**src/lfss_pkg.sv**
```systemverilog
// shared types, constants and helpers of the line follower steering and stop unit
package lfss_pkg;

   localparam int SPEED_W   = 11;
   localparam int WHEEL_W   = 13;
   localparam int SUM_W     = 14;
   localparam int DIST_W    = 32;
   localparam int TIMEOUT_W = 8;
   localparam int TICKS_W   = 9;
   localparam int CNT_W     = 2;
   localparam int MATH_W    = 13;
   localparam int CSR_IDX_W = 3;

   localparam logic [CNT_W-1:0]   DEBOUNCE_COUNT = CNT_W'(2);
   localparam logic [SUM_W-1:0]   ODO_SUM_LIMIT  = SUM_W'(2 * 1200);
   localparam logic [TICKS_W-1:0] TICKS_MAX      = '1;

   localparam logic [SPEED_W-1:0]   BASE_SPEED_RST   = SPEED_W'(900);
   localparam logic [SPEED_W-1:0]   LOST_SPEED_RST   = SPEED_W'(320);
   localparam logic [SPEED_W-1:0]   SOFT_STEER_RST   = SPEED_W'(300);
   localparam logic [SPEED_W-1:0]   HARD_STEER_RST   = SPEED_W'(450);
   localparam logic [SPEED_W-1:0]   LOST_STEER_RST   = SPEED_W'(170);
   localparam logic [SPEED_W-1:0]   MAX_TARGET_RST   = SPEED_W'(1700);
   localparam logic [DIST_W-1:0]    ARM_DISTANCE_RST = DIST_W'(2207200);
   localparam logic [TIMEOUT_W-1:0] SEQ_TIMEOUT_RST  = TIMEOUT_W'(30);

   // register indexes of the csr port
   localparam logic [CSR_IDX_W-1:0] CSR_BASE_SPEED   = 3'd0;
   localparam logic [CSR_IDX_W-1:0] CSR_LOST_SPEED   = 3'd1;
   localparam logic [CSR_IDX_W-1:0] CSR_SOFT_STEER   = 3'd2;
   localparam logic [CSR_IDX_W-1:0] CSR_HARD_STEER   = 3'd3;
   localparam logic [CSR_IDX_W-1:0] CSR_LOST_STEER   = 3'd4;
   localparam logic [CSR_IDX_W-1:0] CSR_MAX_TARGET   = 3'd5;
   localparam logic [CSR_IDX_W-1:0] CSR_ARM_DISTANCE = 3'd6;
   localparam logic [CSR_IDX_W-1:0] CSR_SEQ_TIMEOUT  = 3'd7;

   // sensor masks: bit2 left, bit1 middle, bit0 right
   localparam logic [2:0] MASK_NONE      = 3'b000;
   localparam logic [2:0] MASK_RIGHT     = 3'b001;
   localparam logic [2:0] MASK_MIDDLE    = 3'b010;
   localparam logic [2:0] MASK_RIGHT_MID = 3'b011;
   localparam logic [2:0] MASK_LEFT      = 3'b100;
   localparam logic [2:0] MASK_OUTER     = 3'b101;
   localparam logic [2:0] MASK_LEFT_MID  = 3'b110;
   localparam logic [2:0] MASK_ALL       = 3'b111;

   localparam int MASK_RIGHT_BIT  = 0;
   localparam int MASK_MIDDLE_BIT = 1;

   localparam logic signed [2:0] ERR_NONE = 3'sd0;
   localparam logic signed [2:0] ERR_SOFT = 3'sd1;
   localparam logic signed [2:0] ERR_HARD = 3'sd2;
   localparam logic signed [2:0] ERR_LOST = 3'sd3;

   typedef enum logic [1:0] {
      TURN_CENTER = 2'd0,
      TURN_LEFT   = 2'd1,
      TURN_RIGHT  = 2'd2
   } turn_type;

   typedef enum logic [2:0] {
      ST_WAIT_R   = 3'b001,
      ST_WAIT_M   = 3'b010,
      ST_STOPPED  = 3'b100
   } stop_state_type;

   typedef struct packed {
      logic [SPEED_W-1:0] base_speed;
      logic [SPEED_W-1:0] lost_speed;
      logic [SPEED_W-1:0] soft_steer;
      logic [SPEED_W-1:0] hard_steer;
      logic [SPEED_W-1:0] lost_steer;
      logic [SPEED_W-1:0] max_target;
   } steer_cfg_type;

   typedef struct packed {
      logic     line_found;
      turn_type prev_turn;
   } track_type;

   function automatic logic [SPEED_W-1:0] clamp_target(
      input logic signed [MATH_W-1:0] value,
      input logic [SPEED_W-1:0]       max_value
   );
      logic [SPEED_W-1:0] result;
      if (value < 0) begin
         result = '0;
      end else if (value[MATH_W-2:0] > {1'b0, max_value}) begin
         result = max_value;
      end else begin
         result = value[SPEED_W-1:0];
      end
      return result;
   endfunction

endpackage

```
**src/lfss_steer.sv**
```systemverilog
// mask decode, wheel target arithmetic and clamping
module lfss_steer
   import lfss_pkg::*;
(
   input  logic [2:0]          line_mask,
   input  logic                brake,
   input  steer_cfg_type       cfg,
   input  track_type           track,
   output track_type           track_next,
   output logic [SPEED_W-1:0]  right_target,
   output logic [SPEED_W-1:0]  left_target,
   output logic signed [2:0]   line_error
);

   logic signed [MATH_W-1:0] base_s;
   logic signed [MATH_W-1:0] lost_s;
   logic signed [MATH_W-1:0] soft_s;
   logic signed [MATH_W-1:0] hard_s;
   logic signed [MATH_W-1:0] lsteer_s;
   logic signed [MATH_W-1:0] right_raw;
   logic signed [MATH_W-1:0] left_raw;

   assign base_s   = $signed(MATH_W'(cfg.base_speed));
   assign lost_s   = $signed(MATH_W'(cfg.lost_speed));
   assign soft_s   = $signed(MATH_W'(cfg.soft_steer));
   assign hard_s   = $signed(MATH_W'(cfg.hard_steer));
   assign lsteer_s = $signed(MATH_W'(cfg.lost_steer));

   always_comb begin
      right_raw  = '0;
      left_raw   = '0;
      line_error = ERR_NONE;
      track_next = track;
      if (!brake) begin
         case (line_mask) inside
            MASK_MIDDLE, MASK_ALL: begin
               track_next.line_found = 1'b1;
               track_next.prev_turn  = TURN_CENTER;
               right_raw = base_s;
               left_raw  = base_s;
            end
            MASK_LEFT_MID: begin
               track_next.line_found = 1'b1;
               track_next.prev_turn  = TURN_LEFT;
               line_error = -ERR_SOFT;
               right_raw  = base_s + soft_s;
               left_raw   = base_s - soft_s;
            end
            MASK_LEFT: begin
               track_next.line_found = 1'b1;
               track_next.prev_turn  = TURN_LEFT;
               line_error = -ERR_HARD;
               right_raw  = base_s + hard_s;
               left_raw   = base_s - hard_s;
            end
            MASK_RIGHT_MID: begin
               track_next.line_found = 1'b1;
               track_next.prev_turn  = TURN_RIGHT;
               line_error = ERR_SOFT;
               right_raw  = base_s - soft_s;
               left_raw   = base_s + soft_s;
            end
            MASK_RIGHT: begin
               track_next.line_found = 1'b1;
               track_next.prev_turn  = TURN_RIGHT;
               line_error = ERR_HARD;
               right_raw  = base_s - hard_s;
               left_raw   = base_s + hard_s;
            end
            MASK_NONE: begin
               // search toward the side the line was last seen on; halt if it was never seen
               if (!track.line_found) begin
                  right_raw = '0;
                  left_raw  = '0;
               end else if (track.prev_turn == TURN_LEFT) begin
                  line_error = -ERR_LOST;
                  right_raw  = lost_s + lsteer_s;
                  left_raw   = lost_s - lsteer_s;
               end else if (track.prev_turn == TURN_RIGHT) begin
                  line_error = ERR_LOST;
                  right_raw  = lost_s - lsteer_s;
                  left_raw   = lost_s + lsteer_s;
               end else begin
                  right_raw = lost_s;
                  left_raw  = lost_s;
               end
            end
            default: begin
               // outer pair only: halt
               right_raw = '0;
               left_raw  = '0;
            end
         endcase
      end
   end

   assign right_target = clamp_target(right_raw, cfg.max_target);
   assign left_target  = clamp_target(left_raw, cfg.max_target);

endmodule

```
**src/line_follow_steer_stop_unit.sv**
```systemverilog
// top level of the line follower: odometry, stop-line detector, steering, handshakes
// a request goes into the input register, then into the response register
// throughput: one request per cycle while no response is stalled; input and response
// registers hold one request each; one more is taken while a response is stalled
// reset (synchronous, active high) restores all csr values to their defaults and
// clears odometry, arming, the stop detector and the line tracking state
module line_follow_steer_stop_unit
   import lfss_pkg::*;
(
   input  logic                       clock,
   input  logic                       reset,
   // request channel
   input  logic                       req_valid,
   output logic                       req_stall,
   input  logic [2:0]                 req_line_mask,
   input  logic signed [WHEEL_W-1:0]  req_right_wheel_speed,
   input  logic signed [WHEEL_W-1:0]  req_left_wheel_speed,
   // response channel
   output logic                       rsp_valid,
   input  logic                       rsp_stall,
   output logic [SPEED_W-1:0]         rsp_right_target,
   output logic [SPEED_W-1:0]         rsp_left_target,
   output logic                       rsp_brake,
   output logic signed [2:0]          rsp_line_error,
   output logic                       rsp_stop_armed,
   output logic                       rsp_stopped,
   output logic [DIST_W-1:0]          rsp_travelled,
   // csr write channel
   input  logic                       csr_valid,
   output logic                       csr_ready,
   input  logic [CSR_IDX_W-1:0]       csr_index,
   input  logic [DIST_W-1:0]          csr_wdata
);

   // ---------------------------------------------------------------- csr
   steer_cfg_type         cfg_ff;
   logic [DIST_W-1:0]     arm_distance_ff;
   logic [TIMEOUT_W-1:0]  seq_timeout_ff;

   // csr writes land in the registers directly, the port never pushes back
   assign csr_ready = 1'b1;

   always_ff @(posedge clock) begin
      if (reset) begin
         cfg_ff.base_speed <= BASE_SPEED_RST;
         cfg_ff.lost_speed <= LOST_SPEED_RST;
         cfg_ff.soft_steer <= SOFT_STEER_RST;
         cfg_ff.hard_steer <= HARD_STEER_RST;
         cfg_ff.lost_steer <= LOST_STEER_RST;
         cfg_ff.max_target <= MAX_TARGET_RST;
         arm_distance_ff   <= ARM_DISTANCE_RST;
         seq_timeout_ff    <= SEQ_TIMEOUT_RST;
      end else if (csr_valid && csr_ready) begin
         unique case (csr_index)
            CSR_BASE_SPEED:   cfg_ff.base_speed <= csr_wdata[SPEED_W-1:0];
            CSR_LOST_SPEED:   cfg_ff.lost_speed <= csr_wdata[SPEED_W-1:0];
            CSR_SOFT_STEER:   cfg_ff.soft_steer <= csr_wdata[SPEED_W-1:0];
            CSR_HARD_STEER:   cfg_ff.hard_steer <= csr_wdata[SPEED_W-1:0];
            CSR_LOST_STEER:   cfg_ff.lost_steer <= csr_wdata[SPEED_W-1:0];
            CSR_MAX_TARGET:   cfg_ff.max_target <= csr_wdata[SPEED_W-1:0];
            CSR_ARM_DISTANCE: arm_distance_ff   <= csr_wdata;
            CSR_SEQ_TIMEOUT:  seq_timeout_ff    <= csr_wdata[TIMEOUT_W-1:0];
            default: ;
         endcase
      end
   end

   // ---------------------------------------------------------------- flow control
   // two-slot pipeline: input register, then response register; the tick's
   // state update happens when a request moves from the first to the second
   logic                       in_valid_ff;
   logic                       in_valid_in;
   logic [2:0]                 mask_ff;
   logic signed [WHEEL_W-1:0]  rspeed_ff;
   logic signed [WHEEL_W-1:0]  lspeed_ff;
   logic                       out_valid_ff;
   logic                       out_valid_in;
   logic                       advance;
   logic                       req_take;

   assign advance     = in_valid_ff && (!out_valid_ff || !rsp_stall);
   assign req_stall   = in_valid_ff && !advance;
   assign req_take    = req_valid && !req_stall;
   assign in_valid_in = req_take || (in_valid_ff && !advance);
   assign out_valid_in = advance || (out_valid_ff && rsp_stall);

   always_ff @(posedge clock) begin
      if (reset) begin
         in_valid_ff  <= 1'b0;
         out_valid_ff <= 1'b0;
      end else begin
         in_valid_ff  <= in_valid_in;
         out_valid_ff <= out_valid_in;
      end
   end

   // request payload, no reset needed
   always_ff @(posedge clock) begin
      if (req_take) begin
         mask_ff   <= req_line_mask;
         rspeed_ff <= req_right_wheel_speed;
         lspeed_ff <= req_left_wheel_speed;
      end
   end

   // ---------------------------------------------------------------- odometry
   logic [DIST_W-1:0]   dist_ff;
   logic [DIST_W-1:0]   dist_in;
   logic                armed_ff;
   logic                armed_in;
   logic [WHEEL_W-1:0]  rabs;
   logic [WHEEL_W-1:0]  labs;
   logic [SUM_W-1:0]    speed_sum;
   logic [DIST_W:0]     dist_sum;

   // magnitude fits 13 bits unsigned even for the most negative speed
   assign rabs      = rspeed_ff[WHEEL_W-1] ? WHEEL_W'(-rspeed_ff) : WHEEL_W'(rspeed_ff);
   assign labs      = lspeed_ff[WHEEL_W-1] ? WHEEL_W'(-lspeed_ff) : WHEEL_W'(lspeed_ff);
   assign speed_sum = SUM_W'(rabs) + SUM_W'(labs);
   assign dist_sum  = {1'b0, dist_ff} + (DIST_W + 1)'(speed_sum);

   always_comb begin
      dist_in = dist_ff;
      // implausible speed sums (wheel slip, glitches) are dropped
      if (speed_sum <= ODO_SUM_LIMIT) begin
         dist_in = dist_sum[DIST_W] ? '1 : dist_sum[DIST_W-1:0];
      end
   end

   // arming is sticky, even when arm_distance is raised later
   assign armed_in = armed_ff || (dist_in >= arm_distance_ff);

   // ---------------------------------------------------------------- stop detector
   stop_state_type       stop_ff;
   stop_state_type       stop_in;
   logic [CNT_W-1:0]     rcnt_ff;
   logic [CNT_W-1:0]     rcnt_in;
   logic [CNT_W-1:0]     mcnt_ff;
   logic [CNT_W-1:0]     mcnt_in;
   logic [TICKS_W-1:0]   ticks_ff;
   logic [TICKS_W-1:0]   ticks_in;
   logic [CNT_W-1:0]     rcnt_upd;
   logic [CNT_W-1:0]     mcnt_upd;
   logic [TICKS_W-1:0]   ticks_upd;
   logic                 right_only;
   logic                 middle_on;
   logic                 stopping;

   assign right_only = mask_ff[MASK_RIGHT_BIT] && !mask_ff[MASK_MIDDLE_BIT];
   assign middle_on  = mask_ff[MASK_MIDDLE_BIT];

   // debounce counters saturate at the debounce count
   assign rcnt_upd  = !right_only ? '0 :
                      (rcnt_ff >= DEBOUNCE_COUNT) ? rcnt_ff : rcnt_ff + CNT_W'(1);
   assign mcnt_upd  = !middle_on ? '0 :
                      (mcnt_ff >= DEBOUNCE_COUNT) ? mcnt_ff : mcnt_ff + CNT_W'(1);
   assign ticks_upd = (ticks_ff == TICKS_MAX) ? ticks_ff : ticks_ff + TICKS_W'(1);

   always_comb begin
      stop_in  = stop_ff;
      rcnt_in  = rcnt_ff;
      mcnt_in  = mcnt_ff;
      ticks_in = ticks_ff;
      stopping = 1'b0;
      unique case (stop_ff)
         ST_STOPPED: begin
            // latched until reset
            stopping = 1'b1;
         end
         ST_WAIT_R: begin
            if (!armed_in) begin
               rcnt_in  = '0;
               mcnt_in  = '0;
               ticks_in = '0;
            end else if (mask_ff == MASK_ALL) begin
               // all black: stop at once (zero stop offset)
               stop_in  = ST_STOPPED;
               stopping = 1'b1;
            end else begin
               rcnt_in = rcnt_upd;
               if (rcnt_upd >= DEBOUNCE_COUNT) begin
                  stop_in  = ST_WAIT_M;
                  mcnt_in  = '0;
                  ticks_in = '0;
               end
            end
         end
         ST_WAIT_M: begin
            if (!armed_in) begin
               stop_in  = ST_WAIT_R;
               rcnt_in  = '0;
               mcnt_in  = '0;
               ticks_in = '0;
            end else if (mask_ff == MASK_ALL) begin
               stop_in  = ST_STOPPED;
               stopping = 1'b1;
            end else if (mcnt_upd >= DEBOUNCE_COUNT) begin
               // right then middle confirmed: the stop latches on this tick
               stop_in  = ST_STOPPED;
               stopping = 1'b1;
               mcnt_in  = mcnt_upd;
               ticks_in = ticks_upd;
            end else if (ticks_upd > TICKS_W'(seq_timeout_ff)) begin
               // middle came too late, start over
               stop_in  = ST_WAIT_R;
               rcnt_in  = '0;
               mcnt_in  = '0;
               ticks_in = '0;
            end else begin
               mcnt_in  = mcnt_upd;
               ticks_in = ticks_upd;
            end
         end
         default: begin
            stop_in  = ST_WAIT_R;
            rcnt_in  = '0;
            mcnt_in  = '0;
            ticks_in = '0;
         end
      endcase
   end

   // ---------------------------------------------------------------- steering
   track_type            track_ff;
   track_type            track_in;
   logic [SPEED_W-1:0]   right_target;
   logic [SPEED_W-1:0]   left_target;
   logic signed [2:0]    line_error;

   lfss_steer u_steer (
      .line_mask    (mask_ff),
      .brake        (stopping),
      .cfg          (cfg_ff),
      .track        (track_ff),
      .track_next   (track_in),
      .right_target (right_target),
      .left_target  (left_target),
      .line_error   (line_error)
   );

   // ---------------------------------------------------------------- tick state
   always_ff @(posedge clock) begin
      if (reset) begin
         dist_ff   <= '0;
         armed_ff  <= 1'b0;
         stop_ff   <= ST_WAIT_R;
         rcnt_ff   <= '0;
         mcnt_ff   <= '0;
         ticks_ff  <= '0;
         track_ff  <= '{line_found: 1'b0, prev_turn: TURN_CENTER};
      end else if (advance) begin
         dist_ff   <= dist_in;
         armed_ff  <= armed_in;
         stop_ff   <= stop_in;
         rcnt_ff   <= rcnt_in;
         mcnt_ff   <= mcnt_in;
         ticks_ff  <= ticks_in;
         track_ff  <= track_in;
      end
   end

   // ---------------------------------------------------------------- response register
   always_ff @(posedge clock) begin
      if (advance) begin
         rsp_right_target <= right_target;
         rsp_left_target  <= left_target;
         rsp_brake        <= stopping;
         rsp_line_error   <= line_error;
         rsp_stop_armed   <= armed_in;
         rsp_stopped      <= stopping;
         rsp_travelled    <= dist_in;
      end
   end

   assign rsp_valid = out_valid_ff;

   // ---------------------------------------------------------------- assertions
   a_brake_zero: assert property (@(posedge clock) disable iff (reset)
      (rsp_valid && rsp_brake) |->
         (rsp_right_target == '0 && rsp_left_target == '0 && rsp_line_error == ERR_NONE))
      else $error("braked response carries nonzero targets or error");

   a_stop_needs_arm: assert property (@(posedge clock) disable iff (reset)
      (rsp_valid && rsp_stopped) |-> rsp_stop_armed)
      else $error("stop latched without the detector armed");

   a_stop_sticky: assert property (@(posedge clock) disable iff (reset)
      (stop_ff == ST_STOPPED) |=> (stop_ff == ST_STOPPED))
      else $error("latched stop released without reset");

   a_armed_sticky: assert property (@(posedge clock) disable iff (reset)
      armed_ff |=> armed_ff)
      else $error("armed flag cleared without reset");

endmodule

```
**config.mk**
```make
export PLATFORM = sky130hd
export DESIGN_NAME = line_follow_steer_stop_unit
export DESIGN_NICKNAME = d
export VERILOG_FILES = /design/src/lfss_pkg.sv /design/src/lfss_steer.sv /design/src/line_follow_steer_stop_unit.sv
export SDC_FILE = /design/constraint.sdc
export NUM_CORES = 1
export LEC_CHECK = 0
export BUFFER_PORTS_ARGS = -buffer_cell sky130_fd_sc_hd__clkbuf_2
export CAP_MARGIN = 20
export CORE_ASPECT_RATIO = 1.25
export CORE_UTILIZATION = 65
export CTS_BUF_LIST = sky130_fd_sc_hd__clkbuf_4 sky130_fd_sc_hd__clkbuf_8
export DETAILED_ROUTE_END_ITERATION = 8
export PLACE_DENSITY = 0.85
export SYNTH_ARGS = -nofsm -noshare
export SYNTH_HDL_FRONTEND = slang
export SYNTH_SLANG_ARGS = --single-unit
```
**constraint.sdc**
```tcl
create_clock -name clock -period 26.3 [get_ports clock]
set_clock_uncertainty 0.15 [all_clocks]
set_input_delay 1.315 -clock clock [delete_from_list [all_inputs] [get_ports clock]]
set_output_delay 1.315 -clock clock [all_outputs]
set_load 0.01 [all_outputs]
```
==> results.sh, run 1 <==
export IMPL_outcome="completed"
export IMPL_synthArstFlopShare=0
export IMPL_grt_pass1_vias=16987
export IMPL_area_growth_pct=8.76
export IMPL_firstDrtPassIters=6
export IMPL_clkPwrFrac=0.314
export IMPL_fmax_mhz=89.7
export IMPL_cts_max_level=2
export IMPL_crit_end="rsp_right_target[9]$_SDFFCE_PP0P_"
export IMPL_criticalPathCategory="flip-flop to flip-flop"
export IMPL_power_density_nw_per_um2=58.1
export IMPL_cp_top_family="simple AND/OR/NAND/NOR gates"
export IMPL_register_area_um2=5850
export IMPL_drive_above_1_share=0.113
export IMPL_synth_edf_count=88
export IMPL_die_x_um=152
export IMPL_yosys_register_bits=248
export IMPL_p_sw_frac=0.353
export IMPL_row_count=68
export IMPL_cp_max_fo=22
export IMPL_cts_resized=0
export IMPL_finalCritPeriodShare=0.424
export IMPL_layout_common_cells="nand2_1, a21oi_1, nor2_1, ha_1, dfxtp_1"
export IMPL_ant_nets=0
export IMPL_ys_flop_type="dfxtp_1"
export IMPL_dp_hpwl_mm=44.4
export IMPL_reg2reg_depth=39
export IMPL_cts_setup_buffers=0
export IMPL_drc=0
export IMPL_fillers=2134
export IMPL_cts_path_max_buffers=3
export IMPL_drt_initial_drc_count=1705
export IMPL_io_pins=132
export IMPL_grt_pass1_wl_mm=91.6
export IMPL_via_per_inst=6.60
export IMPL_cts_buffers=41
export IMPL_p_int_uw=744
export IMPL_synth_area_um2=18200
export IMPL_crit_cells=39
export IMPL_crit_buf_inv=1
export IMPL_gp_congestion=1.05
export IMPL_power_frac_seq=0.382
export IMPL_clkTransAtPathRegs_ns=0.07
export IMPL_finalHoldViolCount=0
export IMPL_diodes=0
export IMPL_worstPathArrival_ns=11.41
export IMPL_p_leak_uw=0.00820
export IMPL_cp_end_kind="flip-flop"
export IMPL_min_path_type="flip-flop to flip-flop"
export IMPL_reg2reg_from="lspeed_ff[2]$_DFFE_PP_"
export IMPL_dieArea_um2=28700
export IMPL_coreArea_um2=27600
export IMPL_clk_latency_ns=0.58
export IMPL_synth_fp_nets=2488
export IMPL_r2r_end="rsp_right_target[9]$_SDFFCE_PP0P_"
export IMPL_ir_worst_vdd_mv=0.0574
export IMPL_wl_per_cell_um=22.2
export IMPL_cpMaxStageDelayCell="nor4_1"
export IMPL_ys_warnings_count=0
export IMPL_grt_max_degree=77
export IMPL_multi_input_area_um2=11300
export IMPL_r2r_slack_ns=15.15
export IMPL_crit_required_ns=26.56
export IMPL_p_sw_uw=406
export IMPL_crit_top_cell="a21oi_1"
export IMPL_grt_use_total=0.417
export IMPL_ys_seq_area_frac=0.321
export IMPL_start_util=0.660
export IMPL_power_frac_comb=0.303
export IMPL_finalSetupViolations=0
export IMPL_cp_start_kind="flip-flop"
export IMPL_drt_total_wl_mm=60.1
export IMPL_cts_tree="built"
export IMPL_final_common_cell="nand2_1"
export IMPL_clockRootBuffer="clkbuf_8"
export IMPL_slew_violations=0
export IMPL_rsz0062_at_grt="no"
export IMPL_die_h_um=189
export IMPL_syn_inst=2249
export IMPL_avgSynthCellArea_um2=8.10
export IMPL_crit_path_start="lspeed_ff[2]$_DFFE_PP_"
export IMPL_io_buffers=130
export IMPL_relSlewSlack=0.280
export IMPL_worst_slew_pin_slew_ns=1.07
export IMPL_gr_total_overflow=0
export IMPL_synthDistinctLibCells=93
export IMPL_nets=2561
export IMPL_final_setup_tns_ns=0
export IMPL_cts_sinks=248
export IMPL_maxCapViolations=0
export IMPL_ctsHoldBuffers=0
export IMPL_layout_min_cycle_time_ns=11.15
export IMPL_slowest_delay_ns=0.72
export IMPL_num_vias=17851
export IMPL_antenna_found_initial=0
export IMPL_placed_cells_incl_taps=2628
export IMPL_instances_no_fill=2705
==> layer usage <==
layer / GRT usage / up-vias / part of all wire
met5: 0 / - / 0
met4: 0.327 / 0 / 0.088
met3: 0.0660 / 286 / 0.070
met2: 0.709 / 928 / 0.48
met1: 0.458 / 8373 / 0.36
li1: - / 8264 / -
==> worst min path at each step <==
| stage | start | to | slack (ns) | cells past startpoint |
|---|---|---|---|---|
| after floorplan | mcnt_ff[0]$_SDFFE_PP0P_ | mcnt_ff[0]$_SDFFE_PP0P_ | 0.28 | 2 |
| after global placement | mcnt_ff[0]$_SDFFE_PP0P_ | mcnt_ff[0]$_SDFFE_PP0P_ | 0.29 | 2 |
| after detailed placement | arm_distance_ff[31]$_SDFFE_PP0P_ | arm_distance_ff[31]$_SDFFE_PP0P_ | 0.30 | 2 |
| after CTS | mcnt_ff[0]$_SDFFE_PP0P_ | mcnt_ff[0]$_SDFFE_PP0P_ | 0.31 | 2 |
| after global routing | arm_distance_ff[22]$_SDFFE_PP0P_ | arm_distance_ff[22]$_SDFFE_PP0P_ | 0.33 | 2 |
| final | mcnt_ff[0]$_SDFFE_PP0P_ | mcnt_ff[0]$_SDFFE_PP0P_ | 0.31 | 2 |
==> flip-flops by register name (all words and copies together), names as in the netlist, 2 cells and up <==
register	flops
arm_distance_ff	32
cfg_ff	66
dist_ff	32
lspeed_ff	13
mask_ff	3
mcnt_ff	2
rcnt_ff	2
rsp_left_target	11
rsp_line_error	3
rsp_right_target	11
rsp_travelled	32
rspeed_ff	13
seq_timeout_ff	8
stop_ff	3
ticks_ff	9
track_ff	3
==> tightest hold or removal path, stage by stage (launching register included) <==
cell and delay (ns):
dfxtp_1 0.31, nand2_1 0.05, a21oi_1 0.05
==> metrics by stage <==
step / total power [uW] / instance area (um2) / hold WS, ns / setup slack (ns) / util
after floorplan: 692 / 18200 / 0.282 / 17.35 / -
after global placement: 774 / 18900 / 0.288 / 15.82 / 0.686
after detailed placement: 781 / 18900 / 0.296 / 15.45 / 0.686
after CTS: 1140 / 19800 / 0.309 / 15.39 / 0.717
after global routing: 1200 / 19800 / 0.325 / 14.53 / 0.718
final: 1150 / 19800 / 0.305 / 15.15 / 0.718
==> power by group through the flow <==
stage / registers (uW) / logic, uW / clock network, uW
floorplan: 447 / 245 / 0
global placement: 447 / 327 / 0
detailed placement: 447 / 334 / 0
CTS: 439 / 341 / 365
global route: 441 / 379 / 382
finish: 440 / 349 / 362
==> cells by family (layout without fill, tap and decap cells) <==
kind of cell,Yosys count,count (layout),share of synthesized area
simple gates,812,812,0.209
compound gates,644,644,0.237
buf+inv,271,377,0.0608
flops,248,248,0.321
fa+ha+maj,170,170,0.120
xor+xnor,85,85,0.0409
mux,18,18,0.0102
other cells,1,1,0.000206
==> final cells by class <==
cell class	count	share of cell area
clock buffer	62	0.0387
clock inverter	14	0.00537
inverter	153	0.0290
multi-input combinational	1730	0.569
sequential	248	0.295
tap	350	0.0221
timing repair buffer	148	0.0408
==> cell usage after synthesis, types with 9 or more instances <==
library cell,n,area [um2]
a311oi_1,17,149
nor4_1,16,100
nand2_1,323,1210
ha_1,162,2030
nand2b_1,31,194
o21a_1,26,195
edfxtp_1,88,2640
nand4_1,24,150
nor2b_1,32,200
a211o_1,21,184
o22ai_1,13,81.3
xnor2_1,52,455
o31ai_1,13,97.6
nor3_1,35,175
o21bai_1,12,90.1
a21o_1,23,173
a211oi_1,41,308
a21oi_1,189,946
nand3_1,48,240
o21ai_0,110,551
and2_1,9,56.3
xor2_1,33,289
o221ai_1,12,105
a31oi_1,27,169
nor2_1,186,698
buf_2,17,85.1
mux2i_1,13,130
or3_1,20,125
a221oi_1,13,114
and3_1,16,100
clkbuf_1,76,285
o41ai_1,9,78.8
dfxtp_1,160,3200
nand3b_1,35,263
or2_2,10,62.6
inv_1,151,567
o211ai_1,19,143
Power figures use the tool's default switching activity.
==> run 2, diff against run 1 <==
--- a/config.mk
+++ b/config.mk
@@ -5,13 +5,14 @@
 export SDC_FILE = /design/constraint.sdc
 export NUM_CORES = 1
 export LEC_CHECK = 0
+export ABC_AREA = 1
 export BUFFER_PORTS_ARGS = -buffer_cell sky130_fd_sc_hd__clkbuf_2
 export CAP_MARGIN = 20
 export CORE_ASPECT_RATIO = 1.25
-export CORE_UTILIZATION = 65
+export CORE_UTILIZATION = 58
 export CTS_BUF_LIST = sky130_fd_sc_hd__clkbuf_4 sky130_fd_sc_hd__clkbuf_8
 export DETAILED_ROUTE_END_ITERATION = 8
-export PLACE_DENSITY = 0.85
+export PLACE_DENSITY = 0.8
 export SYNTH_ARGS = -nofsm -noshare
 export SYNTH_HDL_FRONTEND = slang
 export SYNTH_SLANG_ARGS = --single-unit
==> constraint.sdc (replaced) <==
create_clock -name clock -period 9.8 [get_ports clock]
set_clock_uncertainty 0.15 [all_clocks]
set_input_delay 0.49 -clock clock [delete_from_list [all_inputs] [get_ports clock]]
set_output_delay 0.49 -clock clock [all_outputs]
set_load 0.01 [all_outputs]
==> run 2 against run 1 <==
Die area rose by 17%. First-iteration DRC count fell by 8.8%. Clock-buffer cell count did not move. Highest routed layer unchanged. Critical endpoint is now rsp_right_target[3]$_SDFFCE_PP0P_. Register-to-register slack got worse by 15 ns.
==> results.sh, run 2 <==
export IMPL_outcome="completed"
export IMPL_ir_worst_vdd_mv=0.173
export IMPL_drt_total_wl_mm=65.2
export IMPL_setup_ws_ns=0.583
export IMPL_cpMaxStageDelayCell="edfxtp_1"
export IMPL_grt_use_total=0.388
export IMPL_worstPathArrival_ns=9.40
export IMPL_relSlewSlack=0.315
export IMPL_min_from="csr_wdata[15]"
export IMPL_crit_top_cell="nand2_1"
export IMPL_maxCapViolations=0
export IMPL_num_vias=19789
export IMPL_coreArea_um2=32100
export IMPL_synth_most_common_cell="nand2_1"
export IMPL_synth_area_leaders="dfxtp_1, edfxtp_1, nand2_1"
export IMPL_dieArea_um2=33600
export IMPL_grt_pass1_wl_mm=100
export IMPL_fmax_mhz=108
export IMPL_synth_fp_nets=3053
export IMPL_avgSynthCellArea_um2=6.78
export IMPL_power_density_nw_per_um2=174
export IMPL_io_buffers=130
export IMPL_grt_pass1_vias=19199
export IMPL_ys_flop_type="dfxtp_1"
export IMPL_clk_latency_ns=0.59
export IMPL_synthArstFlopShare=0
export IMPL_clkTransAtPathRegs_ns=0.07
export IMPL_wl_per_cell_um=19.3
export IMPL_fin_area_um2=21200
export IMPL_synth_edf_count=88
export IMPL_cts_buffers=42
export IMPL_final_core_util=0.660
export IMPL_cts_path_max_buffers=3
export IMPL_final_setup_tns_ns=0
export IMPL_largest_register_ff_count=66
export IMPL_cts_sinks=248
export IMPL_syn_inst=2814
export IMPL_finalHoldViolCount=0
export IMPL_placed_cells_incl_taps=3269
export IMPL_layout_common_cells="nand2_1, inv_1, nor2_1, nand3_1, a21oi_1"
export IMPL_gr_total_overflow=0
export IMPL_dp_hpwl_mm=48.8
export IMPL_row_count=73
export IMPL_grt_max_degree=99
export IMPL_ys_seq_area_frac=0.306
export IMPL_slew_violations=0
export IMPL_yosys_area_top_type_share=0.168
export IMPL_top_register="cfg_ff"
export IMPL_criticalPathCategory="flip-flop to flip-flop"
export IMPL_nets=3174
export IMPL_die_h_um=205
export IMPL_layout_min_cycle_time_ns=9.22
export IMPL_dp_slack_ns=1.00
export IMPL_yosys_register_bits=248
export IMPL_reg2reg_from="lspeed_ff[1]$_DFFE_PP_"
export IMPL_final_common_cell="nand2_1"
export IMPL_antenna_found_initial=1
export IMPL_via_per_inst=5.85
export IMPL_start_util=0.595
export IMPL_io_pins=132
export IMPL_instances_no_fill=3381
export IMPL_drc=0
export IMPL_worst_slew_pin_slew_ns=1.03
export IMPL_drive_above_1_share=0.0960
export IMPL_yosys_top_cells_count="nand2_1, inv_1, nor2_1"
export IMPL_cts_tree="built"
export IMPL_die_x_um=164
export IMPL_finalCritPeriodShare=0.941
export IMPL_gp_congestion=1.02
export IMPL_finalSetupViolations=0
export IMPL_clockRootBuffer="clkbuf_8"
export IMPL_drt_initial_drc_count=1555
export IMPL_cp_end_kind="flip-flop"
export IMPL_rsz0062_at_grt="no"
export IMPL_crit_path_start="lspeed_ff[1]$_DFFE_PP_"
export IMPL_cp_start_kind="flip-flop"
export IMPL_ys_warnings_count=0
export IMPL_synth_area_um2=19100
export IMPL_cp_max_fo=25
export IMPL_post_dp_cell_area_um2=19800
export IMPL_area_growth_pct=10.8
export IMPL_crit_required_ns=9.98
export IMPL_diodes=0
export IMPL_synthDistinctLibCells=58
export IMPL_synth_top_cell_by_area="dfxtp_1"
export IMPL_min_path_type="input port to flip-flop"
export IMPL_ant_nets=0
export IMPL_firstDrtPassIters=8
export IMPL_p_leak_uw=0.0106
export IMPL_slowest_delay_ns=0.42
export IMPL_cts_setup_buffers=0
export IMPL_cts_max_level=2
[run 2: logic make-up after synthesis]
logic type,count (synthesis),synth area share
compound gates,466,0.135
xor+xnor,64,0.0294
fa+ha+maj,170,0.115
buf+inv,519,0.109
flops,248,0.306
mux,1,0.000524
other cells,1,0.000196
simple gates,1345,0.305
[run 2: worst max-delay path, delay by kind of cell (launching register included)]
| family | cells | cell delay [ns] |
|---|---|---|
| AO/OA/AOI/OAI | 11 | 1.81 |
| XOR/XNOR | 1 | 0.16 |
| adder cells (fa/ha/maj) | 5 | 1.40 |
| buffers and inverters | 12 | 1.51 |
| flip-flops | 1 | 0.42 |
| AND/OR/NAND/NOR | 27 | 3.47 |
[run 2: timing repair]
action | in CTS | in global routing
hold buffers | 32 | 0
resized for setup | 0 | 4
setup endpoints to repair | 0 | 15
hold endpoints to repair | 32 | 0
[run 2: routing by layer]
metal  GRT usage  wire, um  part of all wire
met3      0.0648      4280             0.066
met1       0.427     24600              0.38
met2       0.693     32300              0.50
met5           0         0                 0
met4       0.228      4040             0.062
[run 2: power breakdown]
group,internal (uW),switching [uW]
clock network,593,462
logic,449,941
registers,1180,62.2
total,2230,1470
[run 2: path summary, 6_finish.rpt]
| path | cells after the start | slack [ns] | endpoint |
|---|---|---|---|
| setup / recovery | 56 | 0.58 | rsp_right_target[3]$_SDFFCE_PP0P_ |
| hold / removal | 3 | 0.008 | arm_distance_ff[15]$_SDFFE_PP1P_ |
| setup reg to reg | 56 | 0.58 | rsp_right_target[3]$_SDFFCE_PP0P_ |
| hold reg to reg | 2 | 0.31 | mcnt_ff[1]$_SDFFE_PP0P_ |
[run 2: metrics by stage]
| step | hold WS (ns) | total power (uW) |
|---|---|---|
| 6_report | 0.00806 | 3690 |
| 5_1_grt | 0.0280 | 3910 |
| 4_1_cts | 0.00294 | 3660 |
| 3_5_place_dp | 0.305 | 2600 |
| 3_3_place_gp | 0.295 | 2560 |
| 2_1_floorplan | 0.282 | 2230 |
[run 2: cell type report]
class / count / area (um2)
well taps: 412 / 515
clock inverters: 16 / 163
inverters: 424 / 1610
multi-input cells: 2047 / 11200
clock buffers: 62 / 778
flip-flops and latches: 248 / 5850
repair buffers: 172 / 1090
fillers: 2775 / 10900
